$ cat src/design/pscs_pkg.sv
package pscs_pkg;

    localparam int GRID_SIDE = 1024;
    localparam int GRID_AW   = $clog2(GRID_SIDE);
    localparam int MAX_PATHS = 128;
    localparam int PC_W      = (MAX_PATHS > 1) ? $clog2(MAX_PATHS) : 1;

    localparam int MUL_W = 34;

    localparam logic [19:0] COST_MAX  = 20'hFFFFF;
    localparam logic [31:0] LEN_MAX   = 32'hFFFF_FFFF;
    localparam logic [11:0] SEG_MAX   = 12'd3825;
    localparam logic [11:0] FLOOR_RST = 12'd2040;

    localparam logic [2:0] REG_ROBOT_X = 3'd0;
    localparam logic [2:0] REG_ROBOT_Y = 3'd1;
    localparam logic [2:0] REG_ROT_COS = 3'd2;
    localparam logic [2:0] REG_ROT_SIN = 3'd3;
    localparam logic [2:0] REG_CPM     = 3'd4;
    localparam logic [2:0] REG_ORG_ROW = 3'd5;
    localparam logic [2:0] REG_ORG_COL = 3'd6;
    localparam logic [2:0] REG_SAMPLES = 3'd7;

    localparam logic OP_CELL  = 1'b0;
    localparam logic OP_POINT = 1'b1;

    typedef struct packed {
        logic        busy;
        logic        done;
        logic [31:0] root;
    } t_sqrt_stat;

endpackage

$ cat src/design/pscs_mult.sv
module pscs_mult (
    input  logic                                  i_clk,
    input  logic signed [pscs_pkg::MUL_W-1:0]     i_a,
    input  logic signed [pscs_pkg::MUL_W-1:0]     i_b,
    output logic signed [2*pscs_pkg::MUL_W-1:0]   o_p
);

    logic signed [2*pscs_pkg::MUL_W-1:0] r_p;

    always_ff @(posedge i_clk) begin
        r_p <= i_a * i_b;
    end

    assign o_p = r_p;

endmodule

$ cat config.mk
export PLATFORM = sky130hd
export DESIGN_NAME = pscs_mult
export DESIGN_NICKNAME = d
export VERILOG_FILES = /design/src/design/pscs_pkg.sv /design/src/design/pscs_mult.sv
export SDC_FILE = /design/constraint.sdc
export NUM_CORES = 2
export LEC_CHECK = 0
export BUFFER_PORTS_ARGS = -buffer_cell sky130_fd_sc_hd__buf_2
export CAP_MARGIN = 30
export CORE_MARGIN = 2
export CORE_UTILIZATION = 30
export DETAILED_ROUTE_END_ITERATION = 7
export GPL_TIMING_DRIVEN = 0
export PLACE_DENSITY = 0.51
export SLEW_MARGIN = 20
export SYNTH_ARGS = -nofsm -noshare
export SYNTH_HDL_FRONTEND = slang
export SYNTH_SLANG_ARGS = --single-unit
export TNS_END_PERCENT = 50
$ cat constraint.sdc
create_clock -name i_clk -period 25.4 [get_ports i_clk]
set_input_delay 2.54 -clock i_clk [delete_from_list [all_inputs] [get_ports i_clk]]
set_output_delay 2.54 -clock i_clk [all_outputs]
set_load 0.03 [all_outputs]
After elaboration in Yosys (flattened, before gate mapping)
Index checks and enable logic that the tools add are counted.
Operators by class
  $mul: 1
Operators with widths (count)
  multiplier 34 x 34 -> 68 bit: 1
Storage, ports and cells
  register bits after elaboration: 68
  output and inout port bits: 68

Depth between registers and ports, before layout
  depth after elaboration: 1
  gate-level depth with buffers: 31
  mapped depth without buffers: 29

Least setup slack after synthesis
OpenSTA, ideal clock, no wires.
  path kind: input to register
  start: input port i_a[33] (netlist bit)
  end: register r_p, in the netlist o_p[65]
  arrival: 9.958 ns
  required time: 25.328 ns
  slack: 15.370 ns
  stages: 24
  path buffers: 2
  path through: clkbuf_1 nand2_1 inv_1 fa_1 fa_1 fa_1 fa_1 inv_1 fa_1 fa_1 fa_1 fa_1 inv_1 ha_1 clkdlybuf4s50_2 nand3_1 or2_2 nor2_1 a221oi_1 o21ai_0 a31oi_2 nor2_2 o41ai_2 xnor2_1
Between the ends
  cells in the longest elaborated chain, start to end: 1
Ends and longest elaborated chain
  from (decl): RTL line pscs_mult.sv:3  | input logic signed [pscs_pkg::MUL_W-1:0] i_a,
  multiplier 34 x 34 -> 68 bit: RTL line pscs_mult.sv:11  | r_p <= i_a * i_b;
  to (signal assigned): RTL line pscs_mult.sv:11
  to (decl): RTL line pscs_mult.sv:8  | logic signed [2*pscs_pkg::MUL_W-1:0] r_p;
No other way between the ends.

Final worst setup path
  start: input port i_b[4] (netlist bit)
  end: register r_p, in the netlist o_p[67]
Between the ends
  cells in the longest elaborated chain, start to end: 1
Ends and longest elaborated chain
  from (decl): RTL line pscs_mult.sv:4  | input logic signed [pscs_pkg::MUL_W-1:0] i_b,
  multiplier 34 x 34 -> 68 bit: RTL line pscs_mult.sv:11
No other way between the ends.

==> results.json <==
{
  "ys_seq_elements": 68,
  "grt_antenna_before_repair": 31,
  "path_max_fanout": 10,
  "io_pins": 137,
  "post-route-drc-count": 0,
  "root_buffer": "clkbuf_16",
  "drv_cap": 0,
  "synth.distinct_cells": 69,
  "ys.flop_type": "dfxtp_1",
  "startpoint_type": "input port",
  "ys_warn_count": 0,
  "dieArea_sq_um": 146000,
  "netlist_area_sq_um": 43000,
  "final_util": 0.330,
  "die_height_um": 383,
  "tns_ns": 0,
  "wirelength_um": 169000,
  "grt_pass1_vias": 34300,
  "drtIter0Drc": 2353,
  "die_x_um": 383,
  "cp.arrival_ns": 11.89,
  "grtUsageTotal": 0.238,
  "hold_viol_final": 0,
  "synth_edf_count": 0,
  "setup_viol": 0,
  "syn_to_final_growth_pct": 8.90,
  "synthCells": 4554,
  "gp_congestion": 1.03,
  "cts_setup_buffers": 0,
  "rsz0062_at_grt": "false",
  "nNetsFinal": 6244,
  "num_vias": 31600,
  "path_clk_slew_ns": 0.06,
  "cts_buffers": 9,
  "std_cell_rows": 138,
  "cts.sinks": 68,
  "crit_required_ns": 25.71,
  "largest_reg_flops": 68,
  "avgSynthCellArea_sq_um": 9.45,
  "htreeDepth": 3,
  "grt.met1_usage": 0.326,
  "period_share": 0.456,
  "grtUsageMet2": 0.364,
  "cts_resized": 0,
  "cts_buffer_depth": 2,
  "worstHoldPathType": "in -> reg",
  "syn_nets": 6068,
  "io_buffers": 130,
  "fmax_mhz": 86.4,
  "dp_hpwl_um": 145000,
  "finalMaxSlewViolations": 0,
  "fin_crit_ns": 11.58,
  "worstSetupPathType": "in -> reg",
  "antenna_left": 0,
  "seq_area_frac_synth": 0.0316,
  "fin_hold_ws_ns": 2.53,
  "core-area_sq_um": 142000,
  "grt_overflow_total": 0,
  "drt-wirelength-per-cell_um": 25.4,
  "cts_tree": "done",
  "vias_per_cell": 4.77,
  "final_cell_area_sq_um": 46900,
  "start_util": 0.303,
  "grt_max_degree": 18,
  "place_area_sq_um": 46400,
  "outcome": "complete, no violations",
  "drive_gt1_frac": 0.0511,
  "relSlewSlack": 0.230,
  "busiest_layer": "met2",
  "grtUsageMet3": 0.0540,
  "async_reset_ff_frac": 0,
  "drtPass1Iterations": 5,
  "worstMarginPinSlew_ns": 1.15,
  "cts_hold_buf": 0,
  "cp-end-kind": "flip-flop",
  "grt_pass1_wl_um": 247000
}
[per-layer routing]
| layer | share of wire | up-vias |
|---|---|---|
| met5 | 0.00052 | - |
| met4 | 0.047 | 14 |
| met1 | 0.42 | 16800 |
| met3 | 0.092 | 293 |
| met2 | 0.44 | 1413 |
| li1 | - | 13200 |
[cell type report]
| cell class | instances | area, sq um |
|---|---|---|
| diodes | 4 | 10.0 |
| plain buffers | 228 | 916 |
| clock buffers | 10 | 239 |
| clock inverters | 6 | 70.1 |
| fillers | 14900 | 95100 |
| inverters | 1232 | 4620 |
| multi-input cells | 3026 | 36200 |
| flip-flops and latches | 68 | 1360 |
| well taps | 1890 | 2360 |
| repair buffers | 165 | 1100 |
[cell usage in the layout, fill, tap and decap left out, types with 5 or more instances in the layout]
cell type and n:
a211oi_1 6, a21o_1 37, a21oi_1 61, a31oi_1 7, and2_1 621, and3_1 5, buf_2 132, buf_6 21
buf_8 13, clkbuf_1 202, clkbuf_16 9, clkbuf_2 14, dfxtp_1 68, fa_1 1239, ha_1 203, inv_1 1230
nand2_1 542, nand2b_1 20, nand3_1 11, nand4_1 11, nor2_1 54, nor2b_1 9, nor3_1 5, o21ai_0 31
o21ai_1 7, o21bai_1 12, xnor2_1 56, xor2_1 23
[logic make-up after synthesis]
group	after synthesis	share of synthesized area
AO/OA/AOI/OAI	206	0.0335
XOR/XNOR	79	0.0161
adder cells (fa/ha/maj)	1445	0.637
buffers and inverters	1460	0.128
flip-flops	68	0.0316
AND/OR/NAND/NOR	1296	0.154
[Yosys cell counts, types with 4 or more instances]
library cell  count  area, sq um
buf_4             4         30.0
nand2b_1         20          125
o21ai_0          31          155
a31oi_1           7         43.8
nor2_1           54          203
dfxtp_1          68         1360
nor3_1            5         25.0
a21o_1           37          278
or2_2             4         25.0
o21bai_1         12         90.1
o21ai_1           7         35.0
a21oi_1          61          305
a211oi_1          6         45.0
nand2_1         542         2030
ha_1            204         2550
nand4_1          11         68.8
inv_1          1231         4620
xnor2_1          56          490
and3_1            5         31.3
o21a_1            4         30.0
clkbuf_1        214          803
nand3_1          11         55.1
nor2b_1           9         56.3
fa_1           1241        24800
xor2_1           23          201
and2_1          621         3880
[per-stage QoR]
| stage | setup WS, ns | std cells |
|---|---|---|
| 6_report | 13.82 | 6629 |
| 5_1_grt | 13.59 | 6626 |
| 4_1_cts | 13.70 | 6617 |
| 3_5_place_dp | 13.27 | 6601 |
| 3_3_place_gp | 12.78 | 6574 |
| 2_1_floorplan | 15.37 | 4554 |
[worst paths after layout]
check                  start      end  slack, ns  cells after the start
worst min-delay path  i_a[0]   o_p[0]       2.53                      2
worst max-delay path  i_b[4]  o_p[67]      13.82                     27
[worst max-delay path: stages]
cell and delay [ns]:
clkbuf_1 0.50, clkbuf_1 0.84, nand2_1 0.20, fa_1 0.53
fa_1 0.71, inv_1 0.10, fa_1 0.49, inv_1 0.06
fa_1 0.44, fa_1 0.55, inv_1 0.06, fa_1 0.60
fa_1 0.57, inv_1 0.09, fa_1 0.49, inv_1 0.04
ha_1 0.26, clkbuf_4 0.29, nand4_1 0.18, nor4_2 0.73
a211oi_2 0.17, clkbuf_8 0.23, o21ai_4 0.40, a31oi_2 0.27
o21ai_0 0.25, a21oi_1 0.13, xnor2_1 0.15
Power is not shown: default switching activity piles up to over one toggle a cycle in this logic, so the estimate is an artifact.
