<file path="src/design/pscs_pkg.sv">
package pscs_pkg;

    localparam int GRID_SIDE = 1024;
    localparam int GRID_AW   = $clog2(GRID_SIDE);
    localparam int MAX_PATHS = 128;
    localparam int PC_W      = (MAX_PATHS > 1) ? $clog2(MAX_PATHS) : 1;

    localparam int MUL_W = 34;

    localparam logic [19:0] COST_MAX  = 20'hFFFFF;
    localparam logic [31:0] LEN_MAX   = 32'hFFFF_FFFF;
    localparam logic [11:0] SEG_MAX   = 12'd3825;
    localparam logic [11:0] FLOOR_RST = 12'd2040;

    localparam logic [2:0] REG_ROBOT_X = 3'd0;
    localparam logic [2:0] REG_ROBOT_Y = 3'd1;
    localparam logic [2:0] REG_ROT_COS = 3'd2;
    localparam logic [2:0] REG_ROT_SIN = 3'd3;
    localparam logic [2:0] REG_CPM     = 3'd4;
    localparam logic [2:0] REG_ORG_ROW = 3'd5;
    localparam logic [2:0] REG_ORG_COL = 3'd6;
    localparam logic [2:0] REG_SAMPLES = 3'd7;

    localparam logic OP_CELL  = 1'b0;
    localparam logic OP_POINT = 1'b1;

    typedef struct packed {
        logic        busy;
        logic        done;
        logic [31:0] root;
    } t_sqrt_stat;

endpackage

</file>
<file path="src/design/pscs_isqrt.sv">
module pscs_isqrt (
    input  logic                   i_clk,
    input  logic                   i_rst_n,
    input  logic                   i_start,
    input  logic [63:0]            i_value,
    output pscs_pkg::t_sqrt_stat   o_stat
);

    logic        r_busy, r_done;
    logic [34:0] r_rem;
    logic [31:0] r_root;
    logic [63:0] r_val;
    logic [4:0]  r_cnt;

    logic [34:0] w_rem2, w_trial;

    assign w_rem2  = {r_rem[32:0], r_val[63:62]};
    assign w_trial = {1'b0, r_root, 2'b01};

    always_ff @(posedge i_clk) begin
        if (!i_rst_n) begin
            r_busy <= 1'b0;
            r_done <= 1'b0;
        end else begin
            r_done <= 1'b0;
            if (i_start) begin
                r_busy <= 1'b1;
                r_rem  <= '0;
                r_root <= '0;
                r_val  <= i_value;
                r_cnt  <= '0;
            end else if (r_busy) begin
                if (w_rem2 >= w_trial) begin
                    r_rem  <= w_rem2 - w_trial;
                    r_root <= {r_root[30:0], 1'b1};
                end else begin
                    r_rem  <= w_rem2;
                    r_root <= {r_root[30:0], 1'b0};
                end
                r_val <= {r_val[61:0], 2'b00};
                r_cnt <= r_cnt + 5'd1;
                if (r_cnt == 5'd31) begin
                    r_busy <= 1'b0;
                    r_done <= 1'b1;
                end
            end
        end
    end

    assign o_stat = '{busy: r_busy, done: r_done, root: r_root};

endmodule

</file>
<file path="config.mk">
export PLATFORM = sky130hd
export DESIGN_NAME = pscs_isqrt
export DESIGN_NICKNAME = d
export VERILOG_FILES = /design/src/design/pscs_pkg.sv /design/src/design/pscs_isqrt.sv
export SDC_FILE = /design/constraint.sdc
export NUM_CORES = 1
export LEC_CHECK = 0
export BUFFER_PORTS_ARGS = -buffer_cell sky130_fd_sc_hd__buf_2
export CAP_MARGIN = 20
export CORE_MARGIN = 2
export CORE_UTILIZATION = 60
export CTS_BUF_LIST = sky130_fd_sc_hd__clkbuf_8
export DETAILED_ROUTE_END_ITERATION = 12
export PLACE_DENSITY_LB_ADDON = 0.25
export SYNTH_ARGS = -nofsm -noshare
export SYNTH_HDL_FRONTEND = slang
export SYNTH_SLANG_ARGS = --single-unit
</file>
<file path="constraint.sdc">
create_clock -name i_clk -period 7.5 [get_ports i_clk]
set_input_delay 1.5 -clock i_clk [delete_from_list [all_inputs] [get_ports i_clk]]
set_output_delay 1.5 -clock i_clk [all_outputs]
set_load 0.01 [all_outputs]
</file>
# Word level (Yosys, flattened, before mapping)
# Index checks and enable logic that the tools add are counted.
word_totals:
  regBits: 136
  input_bits: 67
  wordCells: 26
op_classes:
  addsub: 2
  magnitude_cmp: 1
  n_eq_ne: 1
  mux: 11
  n_bitwise: 2
  reduce_logical: 3
op_table:
  columns: ["cell", "n"]
  rows:
  - ["$mux W64", 2]
  - ["$mux W33", 2]
  - ["$ge A35 B34 Y1", 1]
  - ["$sub A33 B33 Y33", 1]
  - ["$mux W32", 1]
  - ["$add A5 B1 Y5 const B", 1]
  - ["$eq A5 B5 Y1 const B", 1]
  - ["$mux W1", 5]
  - ["$mux W5", 1]
  - ["$reduce_or A3 Y1", 1]
  - ["$not A1 Y1", 2]
  - ["$reduce_and A2 Y1", 1]
  - ["$reduce_bool A2 Y1", 1]

# Longest topological paths before layout
logic_depth:
  depth_word: 4
  mapped_depth: 13
  ltp_nobuf: 10

# Least setup slack after synthesis
# No wires, ideal clock.
synth_timing:
  path_kind: "in2reg"
  from: "in i_start"
  to: "reg r_cnt[0], enable pin"
  setup_time_ns: 0.505
  arrival_ns: 5.161
  slack_ns: 1.834
  stages: 3
  n_path_buf: 2
  cell_sequence: "clkbuf_1 > clkbuf_1 > o21a_1"
synth_between:
  elab_chain_cells: 2
synth_lines:
  columns: ["item", "line_no", "rtl"]
  rows:
  - ["from (decl)", "pscs_isqrt.sv:4", "input logic i_start,"]
  - ["$reduce_bool A2 Y1 (no source line)", null, null]
  - ["$reduce_and A2 Y1 (no source line)", null, null]
  - ["to (signal assigned)", "pscs_isqrt.sv:41", "r_cnt <= r_cnt + 5'd1;"]
  - ["to (decl)", "pscs_isqrt.sv:13", "logic [4:0] r_cnt;"]
# No other way between the ends.
# A chain may end at the register's enable or synchronous reset.

# Final worst setup path
layout_timing:
  from: "in i_start"
  to: "reg r_root[17], enable pin"
layout_between:
  elab_chain_cells: 2
layout_lines:
  columns: ["item", "line_no", "rtl"]
  rows:
  - ["$reduce_bool A2 Y1 (no source line)", null, null]
  - ["$reduce_and A2 Y1 (no source line)", null, null]
  - ["to (signal assigned)", "pscs_isqrt.sv:35", "r_root <= {r_root[30:0], 1'b1};"]
  - ["to (signal assigned)", "pscs_isqrt.sv:38", "r_root <= {r_root[30:0], 1'b0};"]
  - ["to (decl)", "pscs_isqrt.sv:11", "logic [31:0] r_root;"]
# No other way between the ends.

==> results.py <==
metrics = {
    "cells_and_area": {
        "final_cells": 933,
        "fin_util": 0.6933,
        "syn_to_final_growth_pct": 13.50,
        "ff_latch_area_um2": 4064,
        "fill_cells": 959,
        "nets": 852,
        "layout_common_cells": "edfxtp_1 (134), buf_2 (99), mux2_2 (62), nor2_1 (55), a21oi_1 (46)",
        "final_layout_size_suffix_gt1_frac": 0.2733,
        "multiInputGateArea_um2": 3276,
        "layout_commonest_cell": "edfxtp_1",
        "insertedDiodeCount": 0,
    },
    "placement": {
        "post-place-ws_ns": 3.248,
        "placedCellCount": 902,
        "place.gp.congestion": 0.8771,
        "port_buffers": 100,
        "post-dp-hpwl_um": 10700,
    },
    "status": {
        "status": "finished clean",
    },
    "synth": {
        "ys_ff_latch": 136,
        "synth_nets": 765,
        "avgSynthCellArea_um2": 11.55,
        "yosysSeqAreaShare": 0.5315,
        "synth_edf_count": 134,
        "netlist_area_um2": 7646,
        "netlist_instances": 662,
        "ys_async_sr_fraction": 0,
        "synthDistinctLibCells": 65,
        "synth_area_leaders": "edfxtp_1 (53%), mux2_2 (9.1%), ha_1 (5.9%)",
        "synthFlopType": "edfxtp_1",
        "synth_top_area_share": 0.5263,
        "yosys.area.top_type": "edfxtp_1",
        "ys_warn_count": 0,
    },
    "sta": {
        "fin_tns_setup_ns": 0,
        "fmax_ghz": 0.2650,
        "worst_slack_ns": 3.726,
        "hold_viol": 0,
        "rsz0062_at_grt": "false",
        "setup_viol": 0,
        "drv_slew": 0,
        "tightest_slew_ns": 1.123,
        "slew-limit-headroom": 0.2491,
        "period_minus_slack_ns": 3.774,
        "fin_skew_ns": 0.01765,
        "fin_crit_sh": 0.5031,
    },
    "hold_path": {
        "whs_path_depth": 1,
        "min_to": "r_done",
        "hp-start": "r_busy",
        "hold_class": "reg2reg",
    },
    "floorplanning": {
        "die_h_um": 116.9,
        "fp.dieW_um": 116.9,
        "start_util": 0.6109,
        "coreArea_um2": 12520,
        "die-area_um2": 13660,
        "num_rows": 41,
        "ios": 101,
    },
    "setup_path": {
        "worst_path_max_delay_cell": "buf_4",
        "cp.required_ns": 7.58,
        "crit_top_cell": "buf_4",
        "path_cells": "buf_4 > o21a_4 > buf_4",
        "critPathKind": "in2reg",
        "critPathTopFamily": "buffers and inverters",
        "worstPathArrival_ns": 3.85,
        "r2r-end": "r_rem[27]",
        "crit_buf_inv": 2,
        "rrSetupSlack_ns": 3.99,
        "r2r_start": "r_rem[23]",
        "crit_path_max_incr_delay_ns": 0.83,
        "critical_path_peak_fanout": 71,
        "startpoint_type": "input pin",
        "worst_setup_path_end_kind": "flop",
        "reg2reg_depth": 9,
    },
    "cts": {
        "cts_max_level": 4,
        "cts_resized": 0,
        "cts_sinks": 136,
        "cts_tree": "built",
        "cts-root-buf": "clkbuf_8",
        "cts_setup_buffers": 0,
        "clk_pin_slew_ns": 0.07,
        "clock_path_buffers": 2,
        "cts_buffers": 17,
        "cts.hold.buffers_added": 0,
        "insertion_delay_ns": 0.46,
    },
    "power": {
        "ir_worst_vdd_mv": 0.1709,
        "pwr_density_cell_nw_per_um2": 236.7,
        "power.leakage_nw": 3.516,
        "total_power_w": 0.002054,
    },
    "drt": {
        "wl_per_cell_um": 17.10,
        "drtAntennaViolNets": 0,
        "drt_iter0_drc": 382,
        "route.detailed.drc": 0,
        "dr.pass1.iters": 4,
        "via_count": 5582,
        "via_per_inst": 5.983,
        "wirelength_um": 15950,
    },
    "global_route": {
        "antenna_found_initial": 0,
        "grt_pass1_vias": 5410,
        "grt_max_degree": 72,
        "track_usage": 0.2438,
        "grt_pass1_wl_um": 25640,
        "overflow": 0,
    },
    "job": {
        "cap_violations": 0,
    },
}
[report_power, final]
| group | switching, W | internal [W] | leakage [nW] |
|---|---|---|---|
| registers | 0.0000250 | 0.000911 | 1.31 |
| clock network | 0.000291 | 0.000391 | 0.224 |
| logic | 0.000251 | 0.000185 | 1.98 |
| total | 0.000567 | 0.00149 | 3.52 |
[synth_stat cells (3+ instances only)]
library cell / n
buf_2: 3
nand3_1: 32
nor2b_1: 6
o21ai_0: 24
a21boi_0: 4
xnor2_1: 13
nand4_1: 3
nand2_1: 25
nor2_1: 55
xor2_1: 11
buf_4: 8
o211ai_1: 6
o31a_1: 3
o211a_1: 3
o21a_1: 9
or3_1: 3
clkbuf_1: 20
a211o_1: 5
inv_1: 42
a21o_1: 18
nor3_1: 14
o21ai_1: 6
and2_1: 5
and3_1: 7
a21oi_1: 46
a211oi_1: 9
mux2_2: 62
ha_1: 36
edfxtp_1: 134
and4_1: 3
[registers in the layout, summed over array words and instances (netlist names)]
name,cells
r_val,64
r_rem,33
r_root,32
r_cnt,5
r_busy,1
r_done,1
[stage by stage]
| step | hold WS [ns] | area (um^2) |
|---|---|---|
| after global routing | 0.5290 | 8678 |
| final | 0.5149 | 8678 |
| after global placement | 0.4899 | 8238 |
| after CTS | 0.5144 | 8678 |
| after floorplan | 0.4751 | 7646 |
| after detailed placement | 0.5072 | 8238 |
[layer usage]
layer	track usage	share of wire	vias to the layer above
li1	-	-	2652
met1	0.3039	0.42	2719
met2	0.3915	0.48	183
met3	0.08445	0.079	28
met4	0.1004	0.019	0
met5	0	0	-
[cells by family after synthesis]
kind of cell,after synthesis,synth area share
buffers and inverters,77,0.04353
AND/OR/NAND/NOR,165,0.1052
AO/OA/AOI/OAI,162,0.1420
flip-flops,136,0.5315
multiplexers,62,0.09131
XOR/XNOR,24,0.02749
adder cells (fa/ha/maj),36,0.05891
[worst reg2reg max path: stages (launching register included)]
cell      delay [ns]
edfxtp_1        0.48
ha_1            0.51
nand4_1         0.22
nand2b_1        0.24
nor3_2          0.19
a22oi_1         0.14
a31oi_2         0.31
o211a_1         0.84
o21ai_0         0.24
a21oi_1         0.20
[cell type report]
cell class                      instances  share of cell area
Inverter                               42             0.01817
Sequential cell                       136              0.4683
Multi-Input combinational cell        449              0.3775
Timing Repair Buffer                  103             0.06055
Tap cell                              172             0.02480
Clock inverter                         14             0.02379
Clock buffer                           17             0.02696
[how the worst max path moves through the flow]
stage | from | to | depth (start not counted)
3_5_place_dp | i_start | r_rem[20] | 3
4_1_cts | i_start | r_rem[17] | 3
3_3_place_gp | i_start | r_rem[19] | 3
6_report | i_start | r_root[17] | 3
2_1_floorplan | i_start | r_cnt[0] | 3
5_1_grt | i_start | r_root[17] | 3
(Power assumes the default switching activity.)
